File: config.mk
export PLATFORM = sky130hd
export DESIGN_NAME = sccb_register_master_core_flat
export DESIGN_NICKNAME = d
export VERILOG_FILES = /design/src/hw/rtl/sccb_pkg.sv /design/src/hw/rtl/sccb_if.sv /design/src/hw/rtl/sccb_cfg.sv /design/src/hw/rtl/sccb_seq.sv /design/src/hw/rtl/sccb_register_master_core.sv /design/src/flat_wrapper.sv
export SDC_FILE = /design/constraint.sdc
export NUM_CORES = 1
export LEC_CHECK = 0
export ABC_AREA = 1
export ABC_CLOCK_PERIOD_IN_PS = 2750
export BUFFER_PORTS_ARGS = -buffer_cell sky130_fd_sc_hd__buf_2
export CORE_MARGIN = 1.5
export CORE_UTILIZATION = 59
export DETAILED_ROUTE_END_ITERATION = 8
export GPL_ROUTABILITY_DRIVEN = 0
export PLACE_DENSITY = 0.79
export SETUP_SLACK_MARGIN = 0.3
export SYNTH_ARGS = -nofsm -noshare
export SYNTH_HDL_FRONTEND = slang
export SYNTH_SLANG_ARGS = --single-unit
File: constraint.sdc
create_clock -name i_clk -period 2.75 [get_ports i_clk]
set_clock_uncertainty 0.2 [all_clocks]
set_input_delay 0.275 -clock i_clk [delete_from_list [all_inputs] [get_ports i_clk]]
set_output_delay 0.275 -clock i_clk [all_outputs]
set_load 0.05 [all_outputs]
File: src/hw/rtl/sccb_pkg.sv
// Shared types and constants for the SCCB register master.
package sccb_pkg;

    // Request command codes
    typedef enum logic [1:0] {
        CMD_TICK  = 2'd0,
        CMD_WRITE = 2'd1,
        CMD_READ  = 2'd2,
        CMD_RSVD  = 2'd3
    } t_cmd;

    // Configuration register indexes
    typedef enum logic [0:0] {
        CFG_WR_DEV = 1'b0,
        CFG_RD_DEV = 1'b1
    } t_cfg_idx;

    // Transaction phases
    typedef enum logic [2:0] {
        PH_IDLE  = 3'd0,
        PH_START = 3'd1,
        PH_WBYTE = 3'd2,
        PH_STOP  = 3'd3,
        PH_RBYTE = 3'd4
    } t_phase;

    // Sub-step codes within a phase
    localparam logic [1:0] STEP_A = 2'd0;
    localparam logic [1:0] STEP_B = 2'd1;
    localparam logic [1:0] STEP_C = 2'd2;

    // Byte position within a transaction
    localparam logic [1:0] BYTE_ADDR = 2'd0;
    localparam logic [1:0] BYTE_REG  = 2'd1;
    localparam logic [1:0] BYTE_DATA = 2'd2;
    localparam logic [1:0] BYTE_END  = 2'd3;

    localparam logic [3:0] BITS_PER_BYTE = 4'd8;
    localparam logic [3:0] LAST_BIT      = 4'd7;

    localparam logic [7:0] WR_DEV_RESET = 8'h42;
    localparam logic [7:0] RD_DEV_RESET = 8'h43;

    typedef struct packed {
        t_cmd       cmd;
        logic [7:0] reg_addr;
        logic [7:0] wr_value;
        logic       sda_in;
    } t_in_req;

    typedef struct packed {
        logic       scl_level;
        logic       sda_level;
        logic       sda_drive;
        logic       busy_res;
        logic       done_res;
        logic [7:0] read_data;
    } t_out_res;

    typedef struct packed {
        logic [7:0] wr_dev;
        logic [7:0] rd_dev;
    } t_dev_addr;

endpackage

File: src/hw/rtl/sccb_if.sv
// Valid/ready channel interfaces for requests and results.
interface sccb_in_if;
    import sccb_pkg::*;
    logic    valid;
    logic    ready;
    t_in_req payload;

    modport source (output valid, output payload, input ready);
    modport sink   (input valid, input payload, output ready);
    modport mon    (input valid, input payload, input ready);
endinterface

interface sccb_out_if;
    import sccb_pkg::*;
    logic     valid;
    logic     ready;
    t_out_res payload;

    modport source (output valid, output payload, input ready);
    modport sink   (input valid, input payload, output ready);
    modport mon    (input valid, input payload, input ready);
endinterface

File: src/hw/rtl/sccb_cfg.sv
// Device address configuration registers.
module sccb_cfg (
    input  logic                i_clk,
    input  logic                i_rst_n,
    input  logic                i_we,
    input  sccb_pkg::t_cfg_idx  i_idx,
    input  logic [7:0]          i_data,
    output sccb_pkg::t_dev_addr o_dev
);
    import sccb_pkg::*;

    t_dev_addr r_dev;

    always_ff @(posedge i_clk) begin
        if (!i_rst_n) begin
            r_dev.wr_dev <= WR_DEV_RESET;
            r_dev.rd_dev <= RD_DEV_RESET;
        end else if (i_we) begin
            case (i_idx)
                CFG_WR_DEV: r_dev.wr_dev <= i_data;
                CFG_RD_DEV: r_dev.rd_dev <= i_data;
                default: ;
            endcase
        end
    end

    assign o_dev = r_dev;

endmodule

File: src/hw/rtl/sccb_seq.sv
// Bus sequencer: transaction state and one pin step per request.
module sccb_seq (
    input  logic                i_clk,
    input  logic                i_rst_n,
    input  logic                i_step,
    input  sccb_pkg::t_in_req   i_req,
    input  sccb_pkg::t_dev_addr i_dev,
    output sccb_pkg::t_out_res  o_res
);
    import sccb_pkg::*;

    t_phase     r_phase, n_phase;
    logic [1:0] r_sub, n_sub;
    logic [3:0] r_bit, n_bit;
    logic [1:0] r_byte, n_byte;
    logic [7:0] r_tx, n_tx;
    logic [7:0] r_rx, n_rx;
    logic       r_is_read, n_is_read;
    logic [7:0] r_reg, n_reg;
    logic [7:0] r_val, n_val;
    logic       r_scl, n_scl;
    logic       r_sda, n_sda;
    logic       r_oe, n_oe;
    logic       done;

    always_ff @(posedge i_clk) begin
        if (!i_rst_n) begin
            r_phase   <= PH_IDLE;
            r_sub     <= STEP_A;
            r_bit     <= '0;
            r_byte    <= BYTE_ADDR;
            r_tx      <= '0;
            r_rx      <= '0;
            r_is_read <= 1'b0;
            r_reg     <= '0;
            r_val     <= '0;
            r_scl     <= 1'b1;
            r_sda     <= 1'b1;
            r_oe      <= 1'b1;
        end else if (i_step) begin
            r_phase   <= n_phase;
            r_sub     <= n_sub;
            r_bit     <= n_bit;
            r_byte    <= n_byte;
            r_tx      <= n_tx;
            r_rx      <= n_rx;
            r_is_read <= n_is_read;
            r_reg     <= n_reg;
            r_val     <= n_val;
            r_scl     <= n_scl;
            r_sda     <= n_sda;
            r_oe      <= n_oe;
        end
    end

    always_comb begin
        n_phase   = r_phase;
        n_sub     = r_sub;
        n_bit     = r_bit;
        n_byte    = r_byte;
        n_tx      = r_tx;
        n_rx      = r_rx;
        n_is_read = r_is_read;
        n_reg     = r_reg;
        n_val     = r_val;
        n_scl     = r_scl;
        n_sda     = r_sda;
        n_oe      = r_oe;
        done      = 1'b0;

        if (i_req.cmd == CMD_TICK) begin
            if (r_phase != PH_IDLE) begin
                case (r_phase)
                    PH_START: begin
                        if (r_sub == STEP_A) begin
                            n_sda = 1'b0;
                            n_sub = STEP_B;
                        end else if (r_sub == STEP_B) begin
                            n_scl = 1'b0;
                            n_sub = STEP_C;
                        end else begin
                            n_phase = PH_WBYTE;
                            n_sub   = STEP_A;
                            n_bit   = '0;
                        end
                    end
                    PH_WBYTE: begin
                        if (r_bit < BITS_PER_BYTE) begin
                            if (r_sub == STEP_A) begin
                                n_scl = 1'b0;
                                n_sda = r_tx[7];
                                n_sub = STEP_B;
                            end else begin
                                n_scl = 1'b1;
                                n_tx  = {r_tx[6:0], 1'b0};
                                n_bit = r_bit + 4'd1;
                                n_sub = STEP_A;
                            end
                        end else if (r_sub == STEP_A) begin
                            n_scl = 1'b0;
                            n_sub = STEP_B;
                        end else if (r_sub == STEP_B) begin
                            // ninth bit: release SDA, not checked
                            n_oe  = 1'b0;
                            n_scl = 1'b1;
                            n_sub = STEP_C;
                        end else begin
                            n_oe = 1'b1;
                            if (r_byte == BYTE_ADDR) begin
                                n_byte  = BYTE_REG;
                                n_tx    = r_reg;
                                n_phase = PH_WBYTE;
                                n_sub   = STEP_A;
                                n_bit   = '0;
                            end else if (r_byte == BYTE_REG && !r_is_read) begin
                                n_byte  = BYTE_DATA;
                                n_tx    = r_val;
                                n_phase = PH_WBYTE;
                                n_sub   = STEP_A;
                                n_bit   = '0;
                            end else if (r_is_read && r_byte != BYTE_REG) begin
                                // device read address sent: turn bus around
                                n_phase = PH_RBYTE;
                                n_sub   = STEP_C;
                                n_bit   = '0;
                                n_oe    = 1'b0;
                            end else begin
                                n_phase = PH_STOP;
                                n_sub   = STEP_A;
                                n_sda   = 1'b0;
                                n_scl   = 1'b0;
                            end
                        end
                    end
                    PH_RBYTE: begin
                        if (r_sub == STEP_C) begin
                            n_scl = 1'b0;
                            n_sub = STEP_A;
                        end else if (r_bit < BITS_PER_BYTE) begin
                            if (r_sub == STEP_A) begin
                                n_scl = 1'b1;
                                n_sub = STEP_B;
                            end else begin
                                n_rx  = {r_rx[6:0], i_req.sda_in};
                                n_scl = 1'b0;
                                if (r_bit == LAST_BIT) begin
                                    n_oe  = 1'b1;
                                    n_sda = 1'b1;
                                end
                                n_bit = r_bit + 4'd1;
                                n_sub = STEP_A;
                            end
                        end else if (r_sub == STEP_A) begin
                            n_scl = 1'b1;
                            n_sub = STEP_B;
                        end else begin
                            n_oe    = 1'b1;
                            n_byte  = BYTE_END;
                            n_phase = PH_STOP;
                            n_sub   = STEP_A;
                            n_sda   = 1'b0;
                            n_scl   = 1'b0;
                        end
                    end
                    PH_STOP: begin
                        if (r_sub == STEP_A) begin
                            n_scl = 1'b1;
                            n_sub = STEP_B;
                        end else if (r_is_read && r_byte == BYTE_REG) begin
                            // repeated start for the read phase
                            n_byte  = BYTE_DATA;
                            n_phase = PH_START;
                            n_sub   = STEP_A;
                            n_scl   = 1'b1;
                            n_sda   = 1'b1;
                            n_oe    = 1'b1;
                            n_tx    = i_dev.rd_dev;
                        end else begin
                            n_sda   = 1'b1;
                            n_phase = PH_IDLE;
                            n_sub   = STEP_A;
                            n_bit   = '0;
                            n_scl   = 1'b1;
                            n_oe    = 1'b1;
                            done    = 1'b1;
                        end
                    end
                    default: n_phase = PH_IDLE;
                endcase
            end
        end else if ((i_req.cmd == CMD_WRITE || i_req.cmd == CMD_READ)
                     && r_phase == PH_IDLE) begin
            n_is_read = (i_req.cmd == CMD_READ);
            n_reg     = i_req.reg_addr;
            n_val     = i_req.wr_value;
            n_rx      = '0;
            n_byte    = BYTE_ADDR;
            n_bit     = '0;
            n_phase   = PH_START;
            n_sub     = STEP_A;
            n_scl     = 1'b1;
            n_sda     = 1'b1;
            n_oe      = 1'b1;
            n_tx      = i_dev.wr_dev;
        end

        o_res.scl_level = n_scl;
        o_res.sda_level = n_oe & n_sda;
        o_res.sda_drive = n_oe;
        o_res.busy_res  = (n_phase != PH_IDLE);
        o_res.done_res  = done;
        o_res.read_data = (done && n_is_read) ? n_rx : 8'h00;
    end

endmodule

File: src/hw/rtl/sccb_register_master_core.sv
// Top level of the SCCB camera-register master.
// SCCB register master, bit level. Each request carries a command: a tick
// (one half-period of the bus has elapsed), a register write or a register
// read. Every request yields exactly one result showing the SCL/SDA levels
// and SDA drive enable after that request, plus busy, done and the read byte
// (nonzero only with done after a read). Write or read commands that arrive
// while busy, and the reserved command code, leave the state untouched and
// repeat the outputs. A write takes start + 3 bytes + stop; a read takes start
// + 2 bytes + stop, a repeated start, the device read address, 8 sampled bits
// with SDA released, a driven 1 on the ninth bit, then stop. The device
// addresses (reset 0x42 write, 0x43 read) are written through the config port;
// the user must write them only while the block is idle; the block does not
// enforce it. Timing: a request passes an input register, then the sequencer
// computes its pin step into a result register; a new request is accepted
// every cycle unless results stall. The output register frees as soon as its
// result is taken; one stalled result plus one queued request can be held.
module sccb_register_master_core (
    input  logic               i_clk,
    input  logic               i_rst_n,
    input  logic               i_cfg_we,
    input  sccb_pkg::t_cfg_idx i_cfg_idx,
    input  logic [7:0]         i_cfg_data,
    sccb_in_if.sink            i_req,
    sccb_out_if.source         o_res
);
    import sccb_pkg::*;

    t_dev_addr dev;
    t_out_res  seq_res;

    logic      r_in_vld;
    t_in_req   r_in;
    logic      r_out_vld;
    t_out_res  r_out;
    logic      adv;

    // move input stage into the result register
    assign adv         = r_in_vld && (!r_out_vld || o_res.ready);
    assign i_req.ready = !r_in_vld || adv;

    always_ff @(posedge i_clk) begin
        if (!i_rst_n) begin
            r_in_vld <= 1'b0;
        end else if (i_req.valid && i_req.ready) begin
            r_in_vld <= 1'b1;
        end else if (adv) begin
            r_in_vld <= 1'b0;
        end
    end

    always_ff @(posedge i_clk) begin
        if (i_req.valid && i_req.ready) begin
            r_in <= i_req.payload;
        end
    end

    always_ff @(posedge i_clk) begin
        if (!i_rst_n) begin
            r_out_vld <= 1'b0;
        end else if (adv) begin
            r_out_vld <= 1'b1;
        end else if (o_res.ready) begin
            r_out_vld <= 1'b0;
        end
    end

    always_ff @(posedge i_clk) begin
        if (adv) begin
            r_out <= seq_res;
        end
    end

    assign o_res.valid   = r_out_vld;
    assign o_res.payload = r_out;

    sccb_cfg u_cfg (
        .i_clk   (i_clk),
        .i_rst_n (i_rst_n),
        .i_we    (i_cfg_we),
        .i_idx   (i_cfg_idx),
        .i_data  (i_cfg_data),
        .o_dev   (dev)
    );

    sccb_seq u_seq (
        .i_clk   (i_clk),
        .i_rst_n (i_rst_n),
        .i_step  (adv),
        .i_req   (r_in),
        .i_dev   (dev),
        .o_res   (seq_res)
    );

endmodule

File: src/flat_wrapper.sv
// flat-port wrapper written by rule: the top's interface ports become plain ports
module sccb_register_master_core_flat import sccb_pkg::*;
  (i_clk, i_rst_n, i_cfg_we, i_cfg_idx, i_cfg_data, i_req_valid, i_req_payload, i_req_ready, o_res_valid, o_res_payload, o_res_ready);
  sccb_in_if i_req_i ();
  sccb_out_if o_res_i ();
  input  logic i_clk;
  input  logic i_rst_n;
  input  logic i_cfg_we;
  input  sccb_pkg::t_cfg_idx i_cfg_idx;
  input  logic [7:0] i_cfg_data;
  input wire logic [$bits(i_req_i.valid)-1:0] i_req_valid;
  input wire logic [$bits(i_req_i.payload)-1:0] i_req_payload;
  output wire logic [$bits(i_req_i.ready)-1:0] i_req_ready;
  output wire logic [$bits(o_res_i.valid)-1:0] o_res_valid;
  output wire logic [$bits(o_res_i.payload)-1:0] o_res_payload;
  input wire logic [$bits(o_res_i.ready)-1:0] o_res_ready;
  assign i_req_i.valid = i_req_valid;
  assign i_req_i.payload = i_req_payload;
  assign i_req_ready = i_req_i.ready;
  assign o_res_valid = o_res_i.valid;
  assign o_res_payload = o_res_i.payload;
  assign o_res_i.ready = o_res_ready;
  sccb_register_master_core u_core (.i_clk(i_clk), .i_rst_n(i_rst_n), .i_cfg_we(i_cfg_we), .i_cfg_idx(i_cfg_idx), .i_cfg_data(i_cfg_data), .i_req(i_req_i), .o_res(o_res_i));
endmodule
==> flow_summary.ini, run 1 <==
[placed_design]
placed_area_mm2 = 0.00505
pre_cts_ws_ns = 0.571
dpl.hpwl_um = 7520
port-buffer-count = 47

[logic_synthesis]
netlist.area_leader.share = 0.274
synth_async_sr_flop_share = 0
synth.distinct_cells = 41
synth_largest_area_cell = dfxtp_1
ys_top_cells_by_count = nor2_1 (115), nand2_1 (109), dfxtp_1 (65)
synth_seq_cells = 97
synth_cells = 619
synthesis.area_mm2 = 0.00475
yosys.cell_count.top_type = nor2_1
synth_fp_nets = 658
ys.flop_type = dfxtp_1
ys_top_cells_by_area = dfxtp_1 (27%), edfxtp_1 (20%), nor2_1 (9.1%), nand2_1 (8.6%), o21ai_0 (6.7%)
yosysWarnings = 0
synth_edf_count = 32
postSynthAreaPerCell_um2 = 7.67
ys_seq_area_frac = 0.477

[clocking]
clk_latency_ns = 0.36
clk_pin_slew_ns = 0.10
clockBufferDepth = 2
htreeDepth = 3
cts_num_sinks = 97
cts_tree = built
cts_buffers = 9
root_buffer = clkbuf_8

[finish]
largest_reg_flops = 19
final_area_mm2 = 0.00556
num_antenna_cells = 0
drive_above_1_share = 0.148
nNetsFinal = 730
top_register = u_core.r_in
area_delta_synth_final_pct = 17.1
finish.utilization = 0.716

[route]
vias_per_cell = 5.46
via_count = 4358
antenna_left = 0
routed_wl_um = 11100
wl_per_cell_um = 13.9
drt_iter0_drc = 424
drc_errors = 0
drt-pass1-iter-count = 6

[power_and_ir_drop]
power_density_mw_per_mm2 = 558
ir_drop_mv = 0.483
leakage_nw = 2.46

[timing]
whs_ns = 0.128
hold_violations = 0
layout_setup_ws_ns = 0.518
fin_tns_setup_ns = 0
finalCritPeriodShare = 0.812
min_period_ns = 2.23
tightest_slew_ns = 0.730
slew_headroom = 0.513
rsz0062_at_grt = false
clock.fmax_mhz = 448
slew_viol_final = 0
finalSetupViolations = 0

[hold_path]
min_path_type = input pin to register
hold_end = u_core.u_cfg.o_dev[9]
hp-start = i_cfg_idx
hold_path_depth = 4

[critical_path]
startpoint_type = register
path_cells = nand3_1, nor2_1, nor2_1, nand3_1, nand2_2, nand3_1, nand2_1, inv_1, nor2_2
critPathTopFamily = simple AND/OR/NAND/NOR gates
r2r_setup_slack_ns = 0.52
arrival_ns = 2.30
r2r_cells = 9
r2r-end = u_core.u_seq.r_bit[3]
required_ns = 2.81
crit_slowest_cell = dfxtp_1
worst-path-buf-inv = 1
critPathMaxStageDelay_ns = 0.60
critPathKind = register to register
crit_fanout = 12
cpMostUsedCell = nand3_1
reg2reg_from = u_core.u_seq.r_phase[1]
crit_path_end_kind = register

[grt]
grt_usage = 0.273
grt_pass1_vias = 4164
grt_start_max_net_pins = 46
antenna_found_initial = 0
overflow = 0
grt_pass1_wl_um = 18500

[flow_run]
maxCapViolCount = 0

[die]
die_y_um = 92.7
ios = 48
core_area_mm2 = 0.00777
die_w_um = 92.7
die-area_mm2 = 0.00859
num_rows = 32
initial_core_util = 0.611

[outcome]
outcome = finished clean
[worst reg2reg max path, stage by stage (launching register included)]
cell     delay, ns
dfxtp_1       0.60
nand3_1       0.52
nor2_1        0.25
nor2_1        0.08
nand3_1       0.11
nand2_2       0.11
nand3_1       0.10
nand2_1       0.05
inv_1         0.08
nor2_2        0.03
[cell type report]
type                       count  area, um^2
multi-input combinational    425        2070
inverter                      73         280
clock inverter                 7        97.6
sequential                    97        2260
tap                          102         128
fill                         610        2210
clock buffer                   9         124
timing repair buffer          85         593
[stage by stage]
stage	total power [mW]	cells
after global placement	2.04	753
final	3.10	798
after CTS	3.10	798
after detailed placement	2.05	753
after global routing	3.21	798
after floorplan	1.94	619
[routing by layer]
metal  share of wire  vias up  track usage
met2            0.49      217        0.480
met4           0.045        0        0.138
met5               0        -            0
met1            0.40     1912        0.323
li1                -     2170            -
met3           0.064       59       0.0419
[worst max-delay path by stage]
stage / to / depth (start not counted) / startpoint
6_report: u_core.u_seq.r_bit[3] / 9 / u_core.u_seq.r_phase[1]
5_1_grt: u_core.o_res.payload[11] / 9 / u_core.u_seq.r_phase[0]
4_1_cts: u_core.u_seq.r_val[0] / 8 / u_core.r_in[17]
3_5_place_dp: u_core.u_seq.r_val[0] / 8 / u_core.r_in[17]
3_3_place_gp: u_core.u_seq.r_tx[2] / 10 / u_core.r_in[17]
2_1_floorplan: u_core.r_in[0] / 3 / u_core.o_res.valid
[cell usage in the layout (no fill, tap or decap), drive strengths merged]
cell type / count
a31oi: 2
edfxtp: 32
dlygate4sd3: 29
o21ai: 72
ha: 6
a22oi: 1
inv: 75
dfxtp: 65
o211ai: 7
and3: 1
nor3: 2
nand4: 8
bufinv: 2
o2111ai: 1
a211oi: 1
nand2: 115
nand3: 39
nor2: 123
o31ai: 1
o21a: 1
a21oi: 31
buf: 56
nand3b: 2
or2: 2
o22ai: 10
clkinv: 3
clkbuf: 9
[repair_timing]
action,in CTS,in global routing
hold buffers,29,0
hold endpoints to repair,34,0
resized for setup,0,0
setup buffers,0,0
[kinds of logic (layout without fill, tap and decap cells)]
group / count (synthesis) / after routing / share of synthesized area
AND/OR/NAND/NOR: 292 / 292 / 0.275
AO/OA/AOI/OAI: 127 / 127 / 0.146
flip-flops: 97 / 97 / 0.477
buffers and inverters: 97 / 174 / 0.0862
adder cells (fa/ha/maj): 6 / 6 / 0.0158
[power breakdown]
group	switching, mW	total [mW]	internal (mW)
combinational	0.297	0.458	0.161
clock	0.517	1.04	0.521
sequential	0.0453	1.61	1.56
No activity file was read; power rests on OpenSTA's default activity.
==> run 2: changes to the inputs <==
Settings changed: ABC_CLOCK_PERIOD_IN_PS 2750 to 1800, CORE_UTILIZATION 59 to 53, PLACE_DENSITY 0.79 to 0.75.
Clock period 2.75 ns to 1.8 ns, I/O delays scaled along.
==> run 2 against run 1 <==
The flow now finishes with violations (hold timing, setup timing). Clock-buffer cell count up 1. Critical path type unchanged. Sequential cell count did not move. Sequential power increased by 53%.
==> flow_summary.ini, run 2 (synthesized netlist as in run 1, its figures left out) <==
[finish]
largest_reg_flops = 19
layout_commonest_cell = nand2_1
drive_above_1_share = 0.359
area_delta_synth_final_pct = 40.8
multi_input_area_mm2 = 0.00255
num_antenna_cells = 0
fillers = 558
top_register = u_core.r_in
nNetsFinal = 791
regArea_mm2 = 0.00229
finish.utilization = 0.770
final_cell_mix = nand2_1 (93), nor2_1 (90), inv_1 (54)

[grt]
antenna_found_initial = 0
grt_pass1_vias = 4664
grt_start_max_net_pins = 46
gr-usage-met3 = 0.0504
overflow = 0
gr-max-usage-layer = met2
grt_usage = 0.273
grt_pass1_wl_um = 21200
use_met2 = 0.476
grtUsageMet1 = 0.323

[timing]
finalCritPeriodShare = 1.11
min_period_ns = 2.01
slew_viol_final = 0
tightest_slew_ns = 0.518
slew_headroom = 0.654
layout_setup_ws_ns = -0.206
finalSetupViolations = 38
hold_violations = 1
fin_tns_setup_ns = -2.83
clock.fmax_mhz = 499
whs_ns = -0.0107
rsz0062_at_grt = true

[clocking]
root_buffer = clkbuf_8
clockBufferDepth = 2
cts_buffers = 9
cts_num_sinks = 97
clk_pin_slew_ns = 0.10
cts_tree = built
htreeDepth = 3
clk_latency_ns = 0.38

[die]
core_area_mm2 = 0.00868
num_rows = 34
ios = 48
initial_core_util = 0.547
die-area_mm2 = 0.00953
die_y_um = 97.6
die_w_um = 97.6

[route]
wl_per_cell_um = 16.5
drt-pass1-iter-count = 6
via_count = 4902
vias_per_cell = 5.67
routed_wl_um = 14300
drt_iter0_drc = 418
drc_errors = 0
antenna_left = 0

[power_and_ir_drop]
p_int_mw = 3.48
pwr-share-seq = 0.488
power_density_mw_per_mm2 = 754
swShare = 0.309
p_sw_mw = 1.56
power_frac_clock = 0.308
leakage_nw = 2.82
combPwrFrac = 0.204
ir_drop_mv = 0.503

[hold_path]
min_path_type = input pin to register
hp-start = o_res_ready

[critical_path]
crit_fanout = 3
critPathTopFamily = simple AND/OR/NAND/NOR gates
critPathMaxStageDelay_ns = 0.35
worst-path-buf-inv = 2
startpoint = u_core.u_seq.r_byte[0]
arrival_ns = 1.94
path_cells = inv_2, nor2_4, ha_4, inv_2, nor2_1, nand3_1, nand4_1, nand2_2, nand3b_1
critPathKind = register to register
startpoint_type = register
crit_slowest_cell = dfxtp_2
reg2reg_from = u_core.u_seq.r_byte[0]
required_ns = 1.73
cpMostUsedCell = inv_2
crit_path_end_kind = register

[placed_design]
port-buffer-count = 47
dpl.hpwl_um = 7980

[flow_run]
maxCapViolCount = 0

[outcome]
outcome = finished, violations left
violations = hold timing, setup timing
-- run 2: worst paths after layout --
path                             end  slack [ns]  cells past startpoint
max          u_core.o_res.payload[9]       -0.21                      9
min                  u_core.r_in_vld       -0.01                      4
max reg2reg  u_core.o_res.payload[9]       -0.21                      9
min reg2reg    u_core.u_seq.r_val[2]        0.27                      2
-- run 2: cell type report --
type | instances | area share
repair buffers | 144 | 0.175
clock inverters | 6 | 0.0127
well taps | 108 | 0.0202
multi-input cells | 426 | 0.382
clock buffers | 10 | 0.0191
flip-flops and latches | 97 | 0.343
inverters | 73 | 0.0461
repair inverters | 1 | 0.00169
-- run 2: per-stage QoR --
stage	instances	instance area, um^2	worst slack (ns)	hold slack [ns]	power [mW]
after global routing	865	6680	-0.270	0.00356	5.23
final	865	6680	-0.206	-0.0107	5.04
after floorplan	619	4890	0.0703	0.0789	3.00
after CTS	858	6390	-0.0364	0.0459	4.88
after detailed placement	797	5480	-0.166	0.158	3.23
after global placement	797	5480	-0.106	0.156	3.21
-- run 2: repair_timing --
action / in CTS / in global routing
hold buffers: 30 / 0
endpoints found under the setup margin: 73 / 74
endpoints found under the hold margin: 37 / 0
gates cloned: 3 / 0
setup buffers: 12 / 8
pin swaps: 39 / 23
resized for setup: 102 / 70
-- run 2: metal layers --
layer	up-vias	part of all wire
met2	248	0.49
met4	0	0.056
li1	2306	-
met1	2259	0.39
met3	89	0.063
met5	-	0
-- run 2: tightest hold or removal path, stage by stage --
cell     delay [ns]
buf_2          0.08
inv_1          0.09
nand3_4        0.12
a21oi_1        0.06
-- run 2: power groups by stage --
stage	sequential, mW	combinational [mW]	clock, mW
4_1_cts	2.45	0.891	1.54
6_report	2.46	1.03	1.55
3_3_place_gp	2.49	0.719	0
3_5_place_dp	2.49	0.737	0
2_1_floorplan	2.53	0.472	0
5_1_grt	2.47	1.10	1.65
==> run 3: changes to the inputs <==
Settings changed: ABC_CLOCK_PERIOD_IN_PS 1800 to 2100, CORE_UTILIZATION 53 to 59, GPL_TIMING_DRIVEN set to 0, PLACE_DENSITY 0.75 to 0.79.
Clock period 1.8 ns to 2.1 ns, I/O delays scaled along.
==> run 3 against run 2 <==
Sequential cell count is the same. Register-to-register slack improved by 0.31 ns. Via count decreased by 2.4%. Critical path depth grew 3. Worst setup slack gained 0.31 ns. Global-route usage increased by 2.5 points. Sequential power fell by 14%. Core utilization up 2.7 points. Sequential share of layout area is 2.4 points higher. Maximum frequency rose by 0.59%. The run now ends clean. First-iteration DRC count up 19%. Clock-buffer cell count unchanged.
==> flow_summary.ini, run 3 (synthesized netlist as in run 1, its figures left out) <==
[power_and_ir_drop]
power_density_mw_per_mm2 = 675
leakage_nw = 2.64
ir_drop_mv = 0.536

[die]
initial_core_util = 0.611
die-area_mm2 = 0.00859
die_y_um = 92.7
core_area_mm2 = 0.00777
ios = 48
die_w_um = 92.7
num_rows = 32

[critical_path]
crit_path_end_kind = register
startpoint_type = register
path_cells = inv_2, ha_4, buf_8, clkinv_8, nand4_4, nand2_4, o21ai_4, nor2_4, buf_12, inv_8, nor2_2, nor2_1
critPathMaxStageDelay_ns = 0.41
critPathKind = register to register
crit_slowest_cell = edfxtp_1
arrival_ns = 2.07
required_ns = 2.18
crit_fanout = 8

[finish]
final_cell_mix = nand2_1 (104), nor2_1 (89), inv_1 (61)
drive_above_1_share = 0.262
num_antenna_cells = 0
area_delta_synth_final_pct = 30.4
final_area_mm2 = 0.00619
largest_reg_flops = 19
layout_commonest_cell = nand2_1
nNetsFinal = 763
finish.utilization = 0.797
top_register = u_core.r_in
fin_cells = 831

[grt]
antenna_found_initial = 0
grt_start_max_net_pins = 23
overflow = 0
grt_usage = 0.298
grt_pass1_vias = 4354
grt_pass1_wl_um = 20100

[route]
vias_per_cell = 5.76
drt_iter0_drc = 499
wl_per_cell_um = 16.1
via_count = 4785
antenna_left = 0
drt-pass1-iter-count = 9
drc_errors = 0
routed_wl_um = 13400

[outcome]
outcome = finished clean

[clocking]
cts_buffers = 9
clk_latency_ns = 0.38
clk_pin_slew_ns = 0.10
cts_tree = built
cts_num_sinks = 97
htreeDepth = 3
clockBufferDepth = 2
root_buffer = clkbuf_8

[placed_design]
pre_cts_ws_ns = -0.0445
placed_area_mm2 = 0.00511
dpl.hpwl_um = 7950
dp.cells = 767
port-buffer-count = 46

[timing]
slew_viol_final = 0
finalCritPeriodShare = 0.949
min_period_ns = 1.99
hold_violations = 0
tightest_slew_ns = 0.741
rsz0062_at_grt = true
finalSetupViolations = 0
layout_setup_ws_ns = 0.106
slew_headroom = 0.505
clock.fmax_mhz = 502

[hold_path]
min_path_type = input pin to register

[flow_run]
maxCapViolCount = 0
## run 3: final cells by class
cell class / instances / area (um^2)
multi-input cells: 425 / 2370
clock inverters: 6 / 85.1
fillers: 483 / 1580
clock buffers: 10 / 128
well taps: 102 / 128
repair buffers: 94 / 728
inverters: 73 / 307
plain buffers: 24 / 168
flip-flops and latches: 97 / 2270
## run 3: where the power goes
| group | internal [mW] | leakage [nW] | switching, mW |
|---|---|---|---|
| clock network | 0.583 | 0.104 | 0.732 |
| registers | 2.05 | 0.839 | 0.0641 |
| logic | 0.283 | 1.69 | 0.472 |
| total | 2.91 | 2.64 | 1.27 |
## run 3: worst paths after layout
check                                           start               endpoint  slack, ns  cells past startpoint
worst max-delay path                  u_core.r_in[18]   u_core.u_seq.r_tx[3]       0.11                     12
worst min-delay path                        i_cfg_idx  u_core.u_cfg.o_dev[9]       0.04                      4
worst max register to register        u_core.r_in[18]   u_core.u_seq.r_tx[3]       0.11                     12
worst min register to register  u_core.u_cfg.o_dev[9]  u_core.u_cfg.o_dev[9]       0.29                      2
## run 3: critical path, delay by kind of cell, from the launching register on
family	cells	cell delay [ns]
AO/OA/AOI/OAI	1	0.08
flip-flops	1	0.41
buffers and inverters	5	0.46
AND/OR/NAND/NOR	5	0.59
adder cells (fa/ha/maj)	1	0.16
## run 3: per-stage QoR
step	total power [mW]	setup TNS [ns]	hold WS, ns
2_1_floorplan	2.54	0	0.109
3_3_place_gp	2.68	0	0.186
3_5_place_dp	2.70	-0.0634	0.188
4_1_cts	4.08	0	0.0401
5_1_grt	4.31	0	0.101
6_report	4.18	0	0.0393
## run 3: layer usage
layer	wire, um	track usage	part of all wire
met3	970	0.0591	0.073
met5	0	0	0
met4	733	0.134	0.055
met1	5020	0.336	0.38
met2	6630	0.540	0.50
## run 3: what timing repair did
item | in CTS | in global routing
hold endpoints to repair | 37 | 0
hold buffers | 30 | 0
pin swaps | 21 | 23
gates resized for setup | 65 | 77
cloned | 2 | 0
endpoints found under the setup margin | 46 | 59
setup buffers | 12 | 4
